## src/sv/mlfq_pkg.sv

```systemverilog
// Package for the feedback-queue scheduler: payload structs, codes, constants.
// Used by every module of the scheduler; depends on nothing.
package mlfq_pkg;
  localparam int SLOTS = 64;
  localparam int SLOT_BITS = $clog2(SLOTS);
  localparam int PID_BITS = 16;

  localparam logic [2:0] K_ADMIT = 3'd0;
  localparam logic [2:0] K_TICK = 3'd1;
  localparam logic [2:0] K_DISPATCH = 3'd2;
  localparam logic [2:0] K_RETURN = 3'd3;
  localparam logic [2:0] K_SETPRIO = 3'd4;
  localparam logic [2:0] K_LOCK = 3'd5;
  localparam logic [2:0] K_UNLOCK = 3'd6;
  localparam logic [2:0] K_SETSTAT = 3'd7;

  localparam logic [2:0] R_OK = 3'd0;
  localparam logic [2:0] R_NONE = 3'd1;
  localparam logic [2:0] R_FULL = 3'd2;
  localparam logic [2:0] R_IGNORED = 3'd3;
  localparam logic [2:0] R_LOCKFAIL = 3'd4;

  localparam logic [1:0] ST_FREE = 2'd0;
  localparam logic [1:0] ST_BLOCKED = 2'd1;
  localparam logic [1:0] ST_RUNNABLE = 2'd2;
  localparam logic [1:0] ST_RUNNING = 2'd3;

  localparam logic [2:0] CFG_BOOST = 3'd0;
  localparam logic [2:0] CFG_Q0 = 3'd1;
  localparam logic [2:0] CFG_Q1 = 3'd2;
  localparam logic [2:0] CFG_Q2 = 3'd3;
  localparam logic [2:0] CFG_KEY = 3'd4;

  typedef struct packed {
    logic [2:0] kind;
    logic still_runnable;
    logic [15:0] target_pid;
    logic [1:0] new_priority;
    logic [31:0] password;
    logic [5:0] target_slot;
    logic [1:0] new_status;
  } in_word_t;

  typedef struct packed {
    logic [2:0] status;
    logic [5:0] slot;
    logic [15:0] pid;
    logic [1:0] level;
  } out_word_t;

  // one slot entry; birth kept with a bias of 4
  typedef struct packed {
    logic [1:0] status;
    logic [PID_BITS-1:0] pid;
    logic [1:0] level;
    logic [1:0] prio;
    logic [9:0] birth;
    logic [7:0] quantum;
    logic locked;
  } slot_t;

  function automatic slot_t slot_reset_val();
    slot_t s;
    s = '0;
    s.prio = 2'd3;
    return s;
  endfunction
endpackage

```

## src/sv/mlfq_process_scheduler_core.sv

```systemverilog
// Top level of the three-level feedback-queue scheduler.
// Depends on mlfq_pkg and mlfq_ram; holds the sequencer that sweeps the slot table.
//
//  channel | ports                       | word
//  input   | in_valid/in_ready/in_data   | mlfq_pkg::in_word_t
//  output  | out_valid/out_ready/out_data| mlfq_pkg::out_word_t
//  config  | cfg_we/cfg_index/cfg_data   | 32-bit register write
//
// One word at a time; a table pass reads one slot a cycle.
// Admit and set priority stop at the first match (at most one pass); dispatch
// takes one pass, two, or three with a level reset; a boosting tick or lock
// return adds one pass; other words modify at most one slot, then read back the slot.
// After reset a clearing pass writes every slot before in_ready rises.
// A result waits in the output register; the next word is taken meanwhile.
module mlfq_process_scheduler_core (
  input  logic                 clk,
  input  logic                 rst_n,
  input  logic                 in_valid,
  output logic                 in_ready,
  input  mlfq_pkg::in_word_t   in_data,
  output logic                 out_valid,
  input  logic                 out_ready,
  output mlfq_pkg::out_word_t  out_data,
  input  logic                 cfg_we,
  input  logic [2:0]           cfg_index,
  input  logic [31:0]          cfg_data
);
  localparam int SB = mlfq_pkg::SLOT_BITS;

  // sequencer states
  localparam logic [3:0] S_CLEAR   = 4'd0;
  localparam logic [3:0] S_IDLE    = 4'd1;
  localparam logic [3:0] S_SCAN    = 4'd2;  // generic pass, one slot a cycle
  localparam logic [3:0] S_SINGLE  = 4'd3;  // read one slot, modify, write
  localparam logic [3:0] S_EMIT    = 4'd4;  // read slot for report
  localparam logic [3:0] S_OUT     = 4'd5;  // wait for output register free

  // pass kinds
  localparam logic [2:0] P_ADMIT  = 3'd0;
  localparam logic [2:0] P_SETPR  = 3'd1;
  localparam logic [2:0] P_BOOST  = 3'd2;
  localparam logic [2:0] P_DSEL   = 3'd3;  // lock search and levels present
  localparam logic [2:0] P_DBEST  = 3'd4;  // best of chosen level
  localparam logic [2:0] P_LVRST  = 3'd5;  // birth reset of chosen level

  logic [3:0] state_r, state_nxt;
  logic [2:0] pass_r, pass_nxt;
  mlfq_pkg::in_word_t req_r, req_nxt;

  logic [7:0] boost_r, q0_r, q1_r, q2_r;
  logic [31:0] key_r;

  logic [7:0] tick_r, tick_nxt;
  logic lock_act_r, lock_act_nxt;
  logic [1:0] prev_lv_r, prev_lv_nxt;
  logic [mlfq_pkg::PID_BITS-1:0] next_id_r, next_id_nxt;
  logic cur_v_r, cur_v_nxt;
  logic [SB-1:0] cur_r, cur_nxt;
  logic by_lock_r, by_lock_nxt;

  // scan pipeline: address issued, address whose data arrives
  logic [SB:0] addr_r, addr_nxt;
  logic rv_r, rv_nxt;
  logic [SB-1:0] raddr_d_r, raddr_d_nxt;
  logic skip_v_r, skip_v_nxt;
  logic [SB-1:0] skip_r, skip_nxt;

  // dispatch search
  logic found_r, found_nxt;
  logic [SB-1:0] best_r, best_nxt;
  mlfq_pkg::slot_t best_e_r, best_e_nxt;
  logic [2:0] lvnz_r, lvnz_nxt;
  logic [1:0] lvl_r, lvl_nxt;

  // report
  logic [2:0] rst_code_r, rst_code_nxt;
  logic rhave_r, rhave_nxt;
  logic [SB-1:0] rslot_r, rslot_nxt;

  logic ovalid_r, ovalid_nxt;
  mlfq_pkg::out_word_t odata_r, odata_nxt;

  logic we;
  logic [SB-1:0] waddr, raddr;
  mlfq_pkg::slot_t wdata, rdata;

  mlfq_ram u_ram (
    .clk  (clk),
    .we   (we),
    .waddr(waddr),
    .wdata(wdata),
    .raddr(raddr),
    .rdata(rdata)
  );

  assign in_ready  = (state_r == S_IDLE);
  assign out_valid = ovalid_r;
  assign out_data  = odata_r;

  always_ff @(posedge clk) begin
    if (!rst_n) begin
      boost_r <= 8'd100;
      q0_r <= 8'd4;
      q1_r <= 8'd6;
      q2_r <= 8'd8;
      key_r <= 32'd2019038513;
    end else if (cfg_we) begin
      case (cfg_index)
        mlfq_pkg::CFG_BOOST: boost_r <= cfg_data[7:0];
        mlfq_pkg::CFG_Q0:    q0_r <= cfg_data[7:0];
        mlfq_pkg::CFG_Q1:    q1_r <= cfg_data[7:0];
        mlfq_pkg::CFG_Q2:    q2_r <= cfg_data[7:0];
        mlfq_pkg::CFG_KEY:   key_r <= cfg_data;
        default: ;
      endcase
    end
  end

  // candidate compare: is entry e better than best b at level lv
  function automatic logic better(input mlfq_pkg::slot_t e, input mlfq_pkg::slot_t b,
                                  input logic [1:0] lv);
    logic r;
    if (lv == 2'd2 && e.prio != b.prio) r = e.prio < b.prio;
    else if (e.birth != b.birth) r = e.birth < b.birth;
    else r = e.pid < b.pid;
    return r;
  endfunction

  function automatic logic [1:0] lowest(input logic [2:0] nz);
    logic [1:0] r;
    if (nz[0]) r = 2'd0;
    else if (nz[1]) r = 2'd1;
    else r = 2'd2;
    return r;
  endfunction

  logic out_free;
  assign out_free = !ovalid_r || out_ready;

  always_comb begin
    mlfq_pkg::slot_t e;
    logic last;
    logic [1:0] lw;
    state_nxt = state_r;
    pass_nxt = pass_r;
    req_nxt = req_r;
    tick_nxt = tick_r;
    lock_act_nxt = lock_act_r;
    prev_lv_nxt = prev_lv_r;
    next_id_nxt = next_id_r;
    cur_v_nxt = cur_v_r;
    cur_nxt = cur_r;
    by_lock_nxt = by_lock_r;
    addr_nxt = addr_r;
    rv_nxt = 1'b0;
    raddr_d_nxt = addr_r[SB-1:0];
    skip_v_nxt = skip_v_r;
    skip_nxt = skip_r;
    found_nxt = found_r;
    best_nxt = best_r;
    best_e_nxt = best_e_r;
    lvnz_nxt = lvnz_r;
    lvl_nxt = lvl_r;
    rst_code_nxt = rst_code_r;
    rhave_nxt = rhave_r;
    rslot_nxt = rslot_r;
    ovalid_nxt = ovalid_r && !out_ready;
    odata_nxt = odata_r;
    we = 1'b0;
    waddr = raddr_d_r;
    wdata = rdata;
    raddr = addr_r[SB-1:0];
    e = rdata;
    last = 1'b0;
    lw = 2'd0;

    case (state_r)
      S_CLEAR: begin
        we = 1'b1;
        waddr = addr_r[SB-1:0];
        wdata = mlfq_pkg::slot_reset_val();
        addr_nxt = addr_r + 1'b1;
        if (addr_r == (SB+1)'(mlfq_pkg::SLOTS - 1)) begin
          state_nxt = S_IDLE;
        end
      end

      S_IDLE: begin
        if (in_valid) begin
          req_nxt = in_data;
          addr_nxt = '0;
          rhave_nxt = 1'b0;
          rslot_nxt = '0;
          rst_code_nxt = mlfq_pkg::R_OK;
          state_nxt = S_EMIT;
          case (in_data.kind)
            mlfq_pkg::K_ADMIT: begin
              pass_nxt = P_ADMIT; state_nxt = S_SCAN;
            end
            mlfq_pkg::K_SETPRIO: begin
              pass_nxt = P_SETPR; state_nxt = S_SCAN;
            end
            mlfq_pkg::K_TICK: begin
              tick_nxt = (tick_r == 8'd255) ? tick_r : tick_r + 8'd1;
              rhave_nxt = cur_v_r; rslot_nxt = cur_r;
              if (tick_nxt == boost_r && !lock_act_r) begin
                tick_nxt = '0;
                pass_nxt = P_BOOST; skip_v_nxt = 1'b0; state_nxt = S_SCAN;
              end
            end
            mlfq_pkg::K_DISPATCH: begin
              if (cur_v_r) begin
                rst_code_nxt = mlfq_pkg::R_IGNORED;
                rhave_nxt = 1'b1; rslot_nxt = cur_r;
              end else begin
                pass_nxt = P_DSEL; state_nxt = S_SCAN;
                found_nxt = 1'b0; lvnz_nxt = '0;
              end
            end
            mlfq_pkg::K_RETURN: begin
              if (!cur_v_r) rst_code_nxt = mlfq_pkg::R_IGNORED;
              else begin
                addr_nxt = {1'b0, cur_r}; state_nxt = S_SINGLE;
              end
            end
            mlfq_pkg::K_LOCK: begin
              if (lock_act_r) begin
                rst_code_nxt = mlfq_pkg::R_IGNORED;
                rhave_nxt = cur_v_r; rslot_nxt = cur_r;
              end else if (in_data.password != key_r) begin
                rst_code_nxt = mlfq_pkg::R_LOCKFAIL;
                rhave_nxt = cur_v_r; rslot_nxt = cur_r;
                if (cur_v_r) begin
                  addr_nxt = {1'b0, cur_r}; state_nxt = S_SINGLE;
                end
              end else if (!cur_v_r) begin
                rst_code_nxt = mlfq_pkg::R_IGNORED;
              end else begin
                tick_nxt = '0; lock_act_nxt = 1'b1;
                rhave_nxt = 1'b1; rslot_nxt = cur_r;
                addr_nxt = {1'b0, cur_r}; state_nxt = S_SINGLE;
              end
            end
            mlfq_pkg::K_UNLOCK: begin
              rhave_nxt = cur_v_r; rslot_nxt = cur_r;
              if (in_data.password != key_r) begin
                rst_code_nxt = mlfq_pkg::R_LOCKFAIL;
                if (cur_v_r) begin
                  addr_nxt = {1'b0, cur_r}; state_nxt = S_SINGLE;
                end
              end else begin
                lock_act_nxt = 1'b0;
              end
            end
            default: begin
              if (in_data.new_status == mlfq_pkg::ST_RUNNING ||
                  (cur_v_r && in_data.target_slot == cur_r)) begin
                rst_code_nxt = mlfq_pkg::R_IGNORED;
              end else begin
                rhave_nxt = 1'b1; rslot_nxt = in_data.target_slot;
                addr_nxt = {1'b0, in_data.target_slot}; state_nxt = S_SINGLE;
              end
            end
          endcase
        end
      end

      S_SCAN: begin
        // issue next read while data of previous address arrives
        if (!addr_r[SB]) begin
          rv_nxt = 1'b1;
          addr_nxt = addr_r + 1'b1;
        end
        last = !addr_r[SB] ? 1'b0 : !rv_r ? 1'b1 : 1'b0;
        if (rv_r) begin
          case (pass_r)
            P_ADMIT: begin
              if (e.status == mlfq_pkg::ST_FREE) begin
                we = 1'b1;
                wdata.status = mlfq_pkg::ST_RUNNABLE;
                wdata.pid = next_id_r;
                wdata.level = 2'd0;
                wdata.prio = 2'd3;
                wdata.birth = {2'b00, tick_r} + 10'd4;
                wdata.quantum = q0_r;
                wdata.locked = 1'b0;
                next_id_nxt = next_id_r + 1'b1;
                rhave_nxt = 1'b1; rslot_nxt = raddr_d_r;
                rv_nxt = 1'b0; state_nxt = S_EMIT;
              end
            end
            P_SETPR: begin
              if (e.status != mlfq_pkg::ST_FREE && e.pid == req_r.target_pid) begin
                we = 1'b1;
                wdata.prio = req_r.new_priority;
                rhave_nxt = 1'b1; rslot_nxt = raddr_d_r;
                rv_nxt = 1'b0; state_nxt = S_EMIT;
              end
            end
            P_BOOST: begin
              if (e.status == mlfq_pkg::ST_RUNNABLE &&
                  !(skip_v_r && raddr_d_r == skip_r)) begin
                we = 1'b1;
                if (e.level <= 2'd2) wdata.birth = 10'd1 + {8'd0, e.level};
                wdata.level = 2'd0;
                wdata.prio = 2'd3;
                wdata.quantum = q0_r;
              end
            end
            P_DSEL: begin
              if (e.status == mlfq_pkg::ST_RUNNABLE) begin
                if (e.locked) begin
                  we = 1'b1;
                  wdata.status = mlfq_pkg::ST_RUNNING;
                  cur_v_nxt = 1'b1; cur_nxt = raddr_d_r; by_lock_nxt = 1'b1;
                  rhave_nxt = 1'b1; rslot_nxt = raddr_d_r;
                  rv_nxt = 1'b0; state_nxt = S_EMIT;
                end else if (e.level <= 2'd2) begin
                  lvnz_nxt[e.level] = 1'b1;
                end
              end
            end
            P_DBEST: begin
              if (e.status == mlfq_pkg::ST_RUNNABLE && e.level == lvl_r &&
                  (!found_r || better(e, best_e_r, lvl_r))) begin
                found_nxt = 1'b1; best_nxt = raddr_d_r; best_e_nxt = e;
              end
            end
            default: begin
              if (e.status == mlfq_pkg::ST_RUNNABLE && e.level == lvl_r) begin
                we = 1'b1;
                wdata.birth = 10'd4;
              end
            end
          endcase
        end
        if (state_nxt == S_SCAN && addr_r[SB] && !rv_r) begin
          // pass finished
          addr_nxt = '0;
          case (pass_r)
            P_ADMIT: begin
              rst_code_nxt = mlfq_pkg::R_FULL; state_nxt = S_EMIT;
            end
            P_SETPR: begin
              rst_code_nxt = mlfq_pkg::R_IGNORED; state_nxt = S_EMIT;
            end
            P_BOOST: state_nxt = S_EMIT;
            P_DSEL: begin
              if (lvnz_r == 3'd0) begin
                rst_code_nxt = mlfq_pkg::R_NONE; state_nxt = S_EMIT;
              end else begin
                lw = lowest(lvnz_r);
                lvl_nxt = lw; found_nxt = 1'b0; pass_nxt = P_DBEST;
              end
            end
            P_DBEST: begin
              if (prev_lv_r != lvl_r) begin
                prev_lv_nxt = lvl_r; pass_nxt = P_LVRST;
              end else begin
                addr_nxt = {1'b0, best_r}; pass_nxt = P_LVRST; state_nxt = S_SINGLE;
              end
            end
            default: begin
              addr_nxt = {1'b0, best_r}; state_nxt = S_SINGLE;
            end
          endcase
        end
        if (last) rv_nxt = 1'b0;
      end

      S_SINGLE: begin
        // read issued while rv_r is low; data arrives once rv_r is high
        if (!rv_r) begin
          rv_nxt = 1'b1;
          raddr_d_nxt = addr_r[SB-1:0];
        end else begin
          state_nxt = S_EMIT;
          addr_nxt = '0;
          case (req_r.kind)
            mlfq_pkg::K_DISPATCH: begin
              we = 1'b1;
              wdata.status = mlfq_pkg::ST_RUNNING;
              cur_v_nxt = 1'b1; cur_nxt = raddr_d_r; by_lock_nxt = 1'b0;
              rhave_nxt = 1'b1; rslot_nxt = raddr_d_r;
            end
            mlfq_pkg::K_RETURN: begin
              we = 1'b1;
              wdata.status = req_r.still_runnable ? mlfq_pkg::ST_RUNNABLE :
                                                    mlfq_pkg::ST_BLOCKED;
              rhave_nxt = 1'b1; rslot_nxt = raddr_d_r;
              cur_v_nxt = 1'b0; by_lock_nxt = 1'b0;
              if (by_lock_r) begin
                if (tick_r == boost_r || !lock_act_r) begin
                  wdata.level = 2'd0; wdata.prio = 2'd3; wdata.birth = '0;
                  wdata.quantum = q0_r; wdata.locked = 1'b0;
                  prev_lv_nxt = 2'd0;
                end
                if (tick_r == boost_r) begin
                  tick_nxt = '0; lock_act_nxt = 1'b0;
                  pass_nxt = P_BOOST; skip_v_nxt = 1'b1; skip_nxt = raddr_d_r;
                  state_nxt = S_SCAN;
                end
              end else begin
                if (e.quantum != 8'd0) wdata.quantum = e.quantum - 8'd1;
                if (req_r.still_runnable) begin
                  if (wdata.quantum == 8'd0) begin
                    if (e.level == 2'd0) begin
                      wdata.level = 2'd1; wdata.quantum = q1_r;
                    end else begin
                      if (e.level >= 2'd2 && e.prio != 2'd0)
                        wdata.prio = e.prio - 2'd1;
                      wdata.level = 2'd2; wdata.quantum = q2_r;
                    end
                  end
                  wdata.birth = {2'b00, tick_r} + 10'd4;
                end
              end
            end
            mlfq_pkg::K_LOCK: begin
              we = 1'b1;
              wdata.locked = (rst_code_r == mlfq_pkg::R_OK);
            end
            mlfq_pkg::K_UNLOCK: begin
              we = 1'b1;
              wdata.locked = 1'b0;
            end
            default: begin
              we = 1'b1;
              wdata.status = req_r.new_status;
            end
          endcase
          rv_nxt = 1'b0;
        end
      end

      S_EMIT: begin
        // read reported slot (write of the prior cycle has landed)
        raddr = rslot_r;
        rv_nxt = 1'b0;
        state_nxt = S_OUT;
      end

      S_OUT: begin
        raddr = rslot_r;
        if (out_free) begin
          ovalid_nxt = 1'b1;
          odata_nxt.status = rst_code_r;
          odata_nxt.slot = rhave_r ? rslot_r : '0;
          odata_nxt.pid = rhave_r ? rdata.pid : '0;
          odata_nxt.level = rhave_r ? rdata.level : '0;
          state_nxt = S_IDLE;
        end
      end

      default: state_nxt = S_IDLE;
    endcase
  end

  always_ff @(posedge clk) begin
    if (!rst_n) begin
      state_r <= S_CLEAR;
      addr_r <= '0;
      rv_r <= 1'b0;
      tick_r <= '0;
      lock_act_r <= 1'b0;
      prev_lv_r <= '0;
      next_id_r <= mlfq_pkg::PID_BITS'(1);
      cur_v_r <= 1'b0;
      by_lock_r <= 1'b0;
      ovalid_r <= 1'b0;
      skip_v_r <= 1'b0;
    end else begin
      state_r <= state_nxt;
      addr_r <= addr_nxt;
      rv_r <= rv_nxt;
      tick_r <= tick_nxt;
      lock_act_r <= lock_act_nxt;
      prev_lv_r <= prev_lv_nxt;
      next_id_r <= next_id_nxt;
      cur_v_r <= cur_v_nxt;
      by_lock_r <= by_lock_nxt;
      ovalid_r <= ovalid_nxt;
      skip_v_r <= skip_v_nxt;
    end
  end

  always_ff @(posedge clk) begin
    pass_r <= pass_nxt;
    req_r <= req_nxt;
    cur_r <= cur_nxt;
    raddr_d_r <= raddr_d_nxt;
    skip_r <= skip_nxt;
    found_r <= found_nxt;
    best_r <= best_nxt;
    best_e_r <= best_e_nxt;
    lvnz_r <= lvnz_nxt;
    lvl_r <= lvl_nxt;
    rst_code_r <= rst_code_nxt;
    rhave_r <= rhave_nxt;
    rslot_r <= rslot_nxt;
    odata_r <= odata_nxt;
  end

  a_out_hold: assert property (@(posedge clk) disable iff (!rst_n)
    out_valid && !out_ready |=> out_valid && $stable(out_data))
    else $error("result word changed while stalled");
  a_take_idle: assert property (@(posedge clk) disable iff (!rst_n)
    in_valid && in_ready |=> !in_ready)
    else $error("second word taken while busy");
  a_lock_cur: assert property (@(posedge clk) disable iff (!rst_n)
    by_lock_r |-> cur_v_r)
    else $error("lock dispatch flag without running slot");
endmodule

```

## src/sv/mlfq_ram.sv

```systemverilog
// Single-port-write, single-read slot table with registered read data.
// Depends on mlfq_pkg for the entry type and depth.
module mlfq_ram (
  input  logic                           clk,
  input  logic                           we,
  input  logic [mlfq_pkg::SLOT_BITS-1:0] waddr,
  input  mlfq_pkg::slot_t                wdata,
  input  logic [mlfq_pkg::SLOT_BITS-1:0] raddr,
  output mlfq_pkg::slot_t                rdata
);
  mlfq_pkg::slot_t mem [mlfq_pkg::SLOTS];

  always_ff @(posedge clk) begin
    if (we) begin
      mem[waddr] <= wdata;
    end
    rdata <= mem[raddr];
  end
endmodule
```

## config.mk

```make
export PLATFORM = sky130hd
export DESIGN_NAME = mlfq_process_scheduler_core
export DESIGN_NICKNAME = d
export VERILOG_FILES = /design/src/sv/mlfq_pkg.sv /design/src/sv/mlfq_process_scheduler_core.sv /design/src/sv/mlfq_ram.sv
export SDC_FILE = /design/constraint.sdc
export NUM_CORES = 2
export LEC_CHECK = 0
export BUFFER_PORTS_ARGS = -buffer_cell sky130_fd_sc_hd__clkbuf_2
export CELL_PAD_IN_SITES_DETAIL_PLACEMENT = 0
export CELL_PAD_IN_SITES_GLOBAL_PLACEMENT = 1
export CORE_UTILIZATION = 55
export CTS_BUF_LIST = sky130_fd_sc_hd__clkbuf_4 sky130_fd_sc_hd__clkbuf_8
export DETAILED_ROUTE_END_ITERATION = 7
export GPL_TIMING_DRIVEN = 0
export PLACE_DENSITY_LB_ADDON = 0.1
export RECOVER_POWER = 50
export SYNTH_ARGS = -nofsm -noshare
export SYNTH_HDL_FRONTEND = slang
export SYNTH_HIERARCHICAL = 1
export SYNTH_SLANG_ARGS = --single-unit
```

## constraint.sdc

```tcl
create_clock -name clk -period 15.5 [get_ports clk]
set_input_delay 1.55 -clock clk [delete_from_list [all_inputs] [get_ports clk]]
set_output_delay 1.55 -clock clk [all_outputs]
set_load 0.02 [all_outputs]
```

==> impl_metrics.csv <==
group,metric,value,unit
status,status,"finished with violations",
status,violations,"capacitance limit, slew limit",
clocking,cts_root_buffer,"clkbuf_8",
worst_setup_path,crit_path_max_fanout,40,
worst_hold_path,hold_depth,0,
sta,tns,0,ns
sta,period_needed,6.53,ns
power_and_ir_drop,power,17200,µW
flow_run,drv_cap,45,
sta,hold_viol,0,
global_routing,grt_pass1_vias,61200,
routing,drc_errors,0,
sta,setup_viol,0,
worst_hold_path,worstHoldStart,"addr_r[2]",
cells_and_area,drive_gt1_share,28.0,%
global_routing,grt_pass1_wl,468000,µm
synthesis,synth_cell_type_count,100,
synthesis,syn-mean-instance-area,20.1,µm²
synthesis,synthCells,5640,
cells_and_area,syn2layout_area_growth,14.4,%
routing,ant_nets,0,
synthesis,syn-cell-area,0.113,mm²
clocking,cts_setup_buffers,0,
place,place.gp.congestion,0.906,
worst_setup_path,rr_startpoint,"state_r[1]",
floorplanning,fp.dieH,456,µm
floorplanning,core,0.205,mm²
synthesis,ys_warn_count,6,
synthesis,synth_edf_count,2740,
global_routing,antenna_found_initial,13,
routing,drt_iter0_drc,8673,
clocking,cts_tree,"yes",
worst_setup_path,cp-start-kind,"register",
clocking,hold_buffers,0,
worst_setup_path,rr_worst_depth,6,
worst_hold_path,min_path_type,"reg2reg",
cells_and_area,nets,6558,
clocking,cts_resized,0,
sta,rsz0062_at_grt,"false",
routing,dr.pass1.iters,6,
clocking,clk_latency,1.16,ns
routing,vias,62100,
cells_and_area,fin_util,63.3,%
routing,routed_wirelength,335000,µm
synthesis,syn_nets,5781,
worst_setup_path,timing.rr.end,"u_ram/mem[63][40]",
sta,post-route-period-util,42.1,%
power_and_ir_drop,vdd_drop_max,0.106,mV
worst_setup_path,end_kind,"register",
global_routing,grt_usage,32.4,%
place,placedCellCount,8640,
sta,maxSlewViolCount,1974,
synthesis,yosys_most_used_dff,"edfxtp_1",
floorplanning,die-width,456,µm
power_and_ir_drop,p_per_area,133,mW/mm²
worst_setup_path,cp.required,16.14,ns
cells_and_area,final_cells,9456,
place,io_buffers,129,
sta,relSlewSlack,-139,%
sta,max_freq,0.153,GHz
power_and_ir_drop,leakagePower,0.0413,µW
clocking,clk_pin_slew_worst_paths,0.06,ns
routing,wl_per_cell,35.5,µm
floorplanning,dieArea,0.208,mm²
floorplanning,initial_core_util,55.3,%
clocking,numCtsBuffers,463,
sta,fin_hold_ws,0.361,ns
synthesis,synth-async-reset-ratio,0,%
worst_hold_path,min_to,"raddr_d_r[2]",
clocking,clockBufferDepth,4,
sta,skew,0.108,ns
synthesis,synth_seq_cells,2894,
global_routing,grt_overflow_total,0,
global_routing,grt_max_degree,65,
routing,vias_per_cell,6.57,
worst_setup_path,crit_type,"reg2reg",
clocking,cts_num_sinks,2894,
clocking,htreeDepth,5,
place,hpwl,229000,µm
floorplanning,boundaryPins,131,
worst_setup_path,r2r_slack,8.97,ns
floorplanning,core.rowCount,166,
worst_setup_path,crit_arrival,7.17,ns
sta,worstMarginPinSlew,3.54,ns
synthesis,ys_seq_area_share,75.4,%
==> cells in the mapped netlist, drive strengths merged, types with 49 or more instances <==
master	n	area share (%)
a21oi	149	0.67
a221oi	85	0.66
a22o	82	0.63
a22oi	49	0.32
buf	156	0.90
clkbuf	160	0.56
dfxtp	154	2.7
edfxtp	2740	73
inv	52	0.17
mux2i	67	0.59
mux4	656	13
nand2	265	0.89
nand3	73	0.32
nor2	204	0.68
o21ai	57	0.26
o22ai	98	0.54
xor2	65	0.51
==> how the worst max path moves through the flow <==
stage               cells past startpoint                 to            start
floorplan                              11   u_ram/mem[32][0]        pass_r[1]
global placement                       11  u_ram/mem[32][19]  u_ram/rdata[40]
detailed placement                     12    u_ram/rdata[19]       state_r[1]
CTS                                    12    u_ram/rdata[19]       state_r[1]
global route                            9  u_ram/mem[32][18]       state_r[3]
finish                                  6  u_ram/mem[63][40]       state_r[1]
==> per-layer routing <==
metal	share of wire (%)	track usage, %	vias to the layer above
met4	3.9	11.9	6
met2	47	50.0	3785
met1	39	46.2	32700
met3	11	6.78	594
met5	0.014	0	-
li1	-	-	25100
==> cells by family (layout without fill, tap and decap cells) <==
kind of cell,count (synthesis),after routing,share of synthesized area (%)
flops,2894,2894,75.4
xor+xnor,104,104,0.811
compound gates,711,711,4.55
other cells,1,10,0.00331
fa+ha+maj,39,39,0.431
simple gates,764,764,3.18
mux,758,758,14.0
buf+inv,369,1488,1.64
==> report_power, final <==
group | total (µW) | internal (µW) | leakage (µW) | switching (µW)
clock network | 6420 | 3470 | 0.00480 | 2940
registers | 9130 | 9050 | 0.0261 | 83.9
logic | 1690 | 486 | 0.0103 | 1200
==> layout make-up <==
class | count | area (µm²)
plain buffers | 316 | 1620
diodes | 9 | 22.5
inverters | 53 | 199
repair buffers | 312 | 3540
clock inverters | 158 | 1070
clock buffers | 649 | 7880
multi-input cells | 2377 | 26400
well taps | 2688 | 3360
flip-flops and latches | 2894 | 85400
fillers | 14200 | 75100
==> placed cells by master, fill, tap and decap left out, drive strengths merged, types with 10 or more instances in the layout <==
cell type and count:
a211oi 15, a21o 18, a21oi 149, a221o 11, a221oi 85, a22o 82, a22oi 49, a31o 10
a31oi 14, and2 40, and3 16, buf 290, bufinv 13, clkbuf 987, clkinv 139, dfxtp 154
edfxtp 2740, ha 39, inv 54, mux2 35, mux2i 67, mux4 656, nand2 265, nand2b 22
nand3 73, nand3b 11, nand4 15, nor2 204, nor2b 22, nor3 34, nor4 13, o211ai 14
o21ai 57, o221ai 37, o22ai 98, xnor2 39, xor2 65
==> sequential cells by signal (all words and copies together) (netlist names), 16 cells and up <==
signal	cells
out_data	27
key_r	32
best_e_r	28
req_r	24
next_id_r	16
u_ram/mem	2624
u_ram/rdata	41
==> worst max-delay path, stage by stage (launching register included) <==
cell and delay, ns:
dfxtp_1 0.34, clkbuf_1 0.35, nor3b_1 0.29, clkbuf_1 0.51
nand3_1 0.35, o21ai_0 2.71, clkbuf_1 1.47
==> per-stage QoR <==
step                      setup slack, ns  instance area [µm²]
after floorplan                      9.40               113000
after global placement               3.82               117000
after detailed placement             9.60               121000
after CTS                            9.58               130000
after global routing                 8.90               129000
final                                8.97               129000
Power figures use the tool's default switching activity.
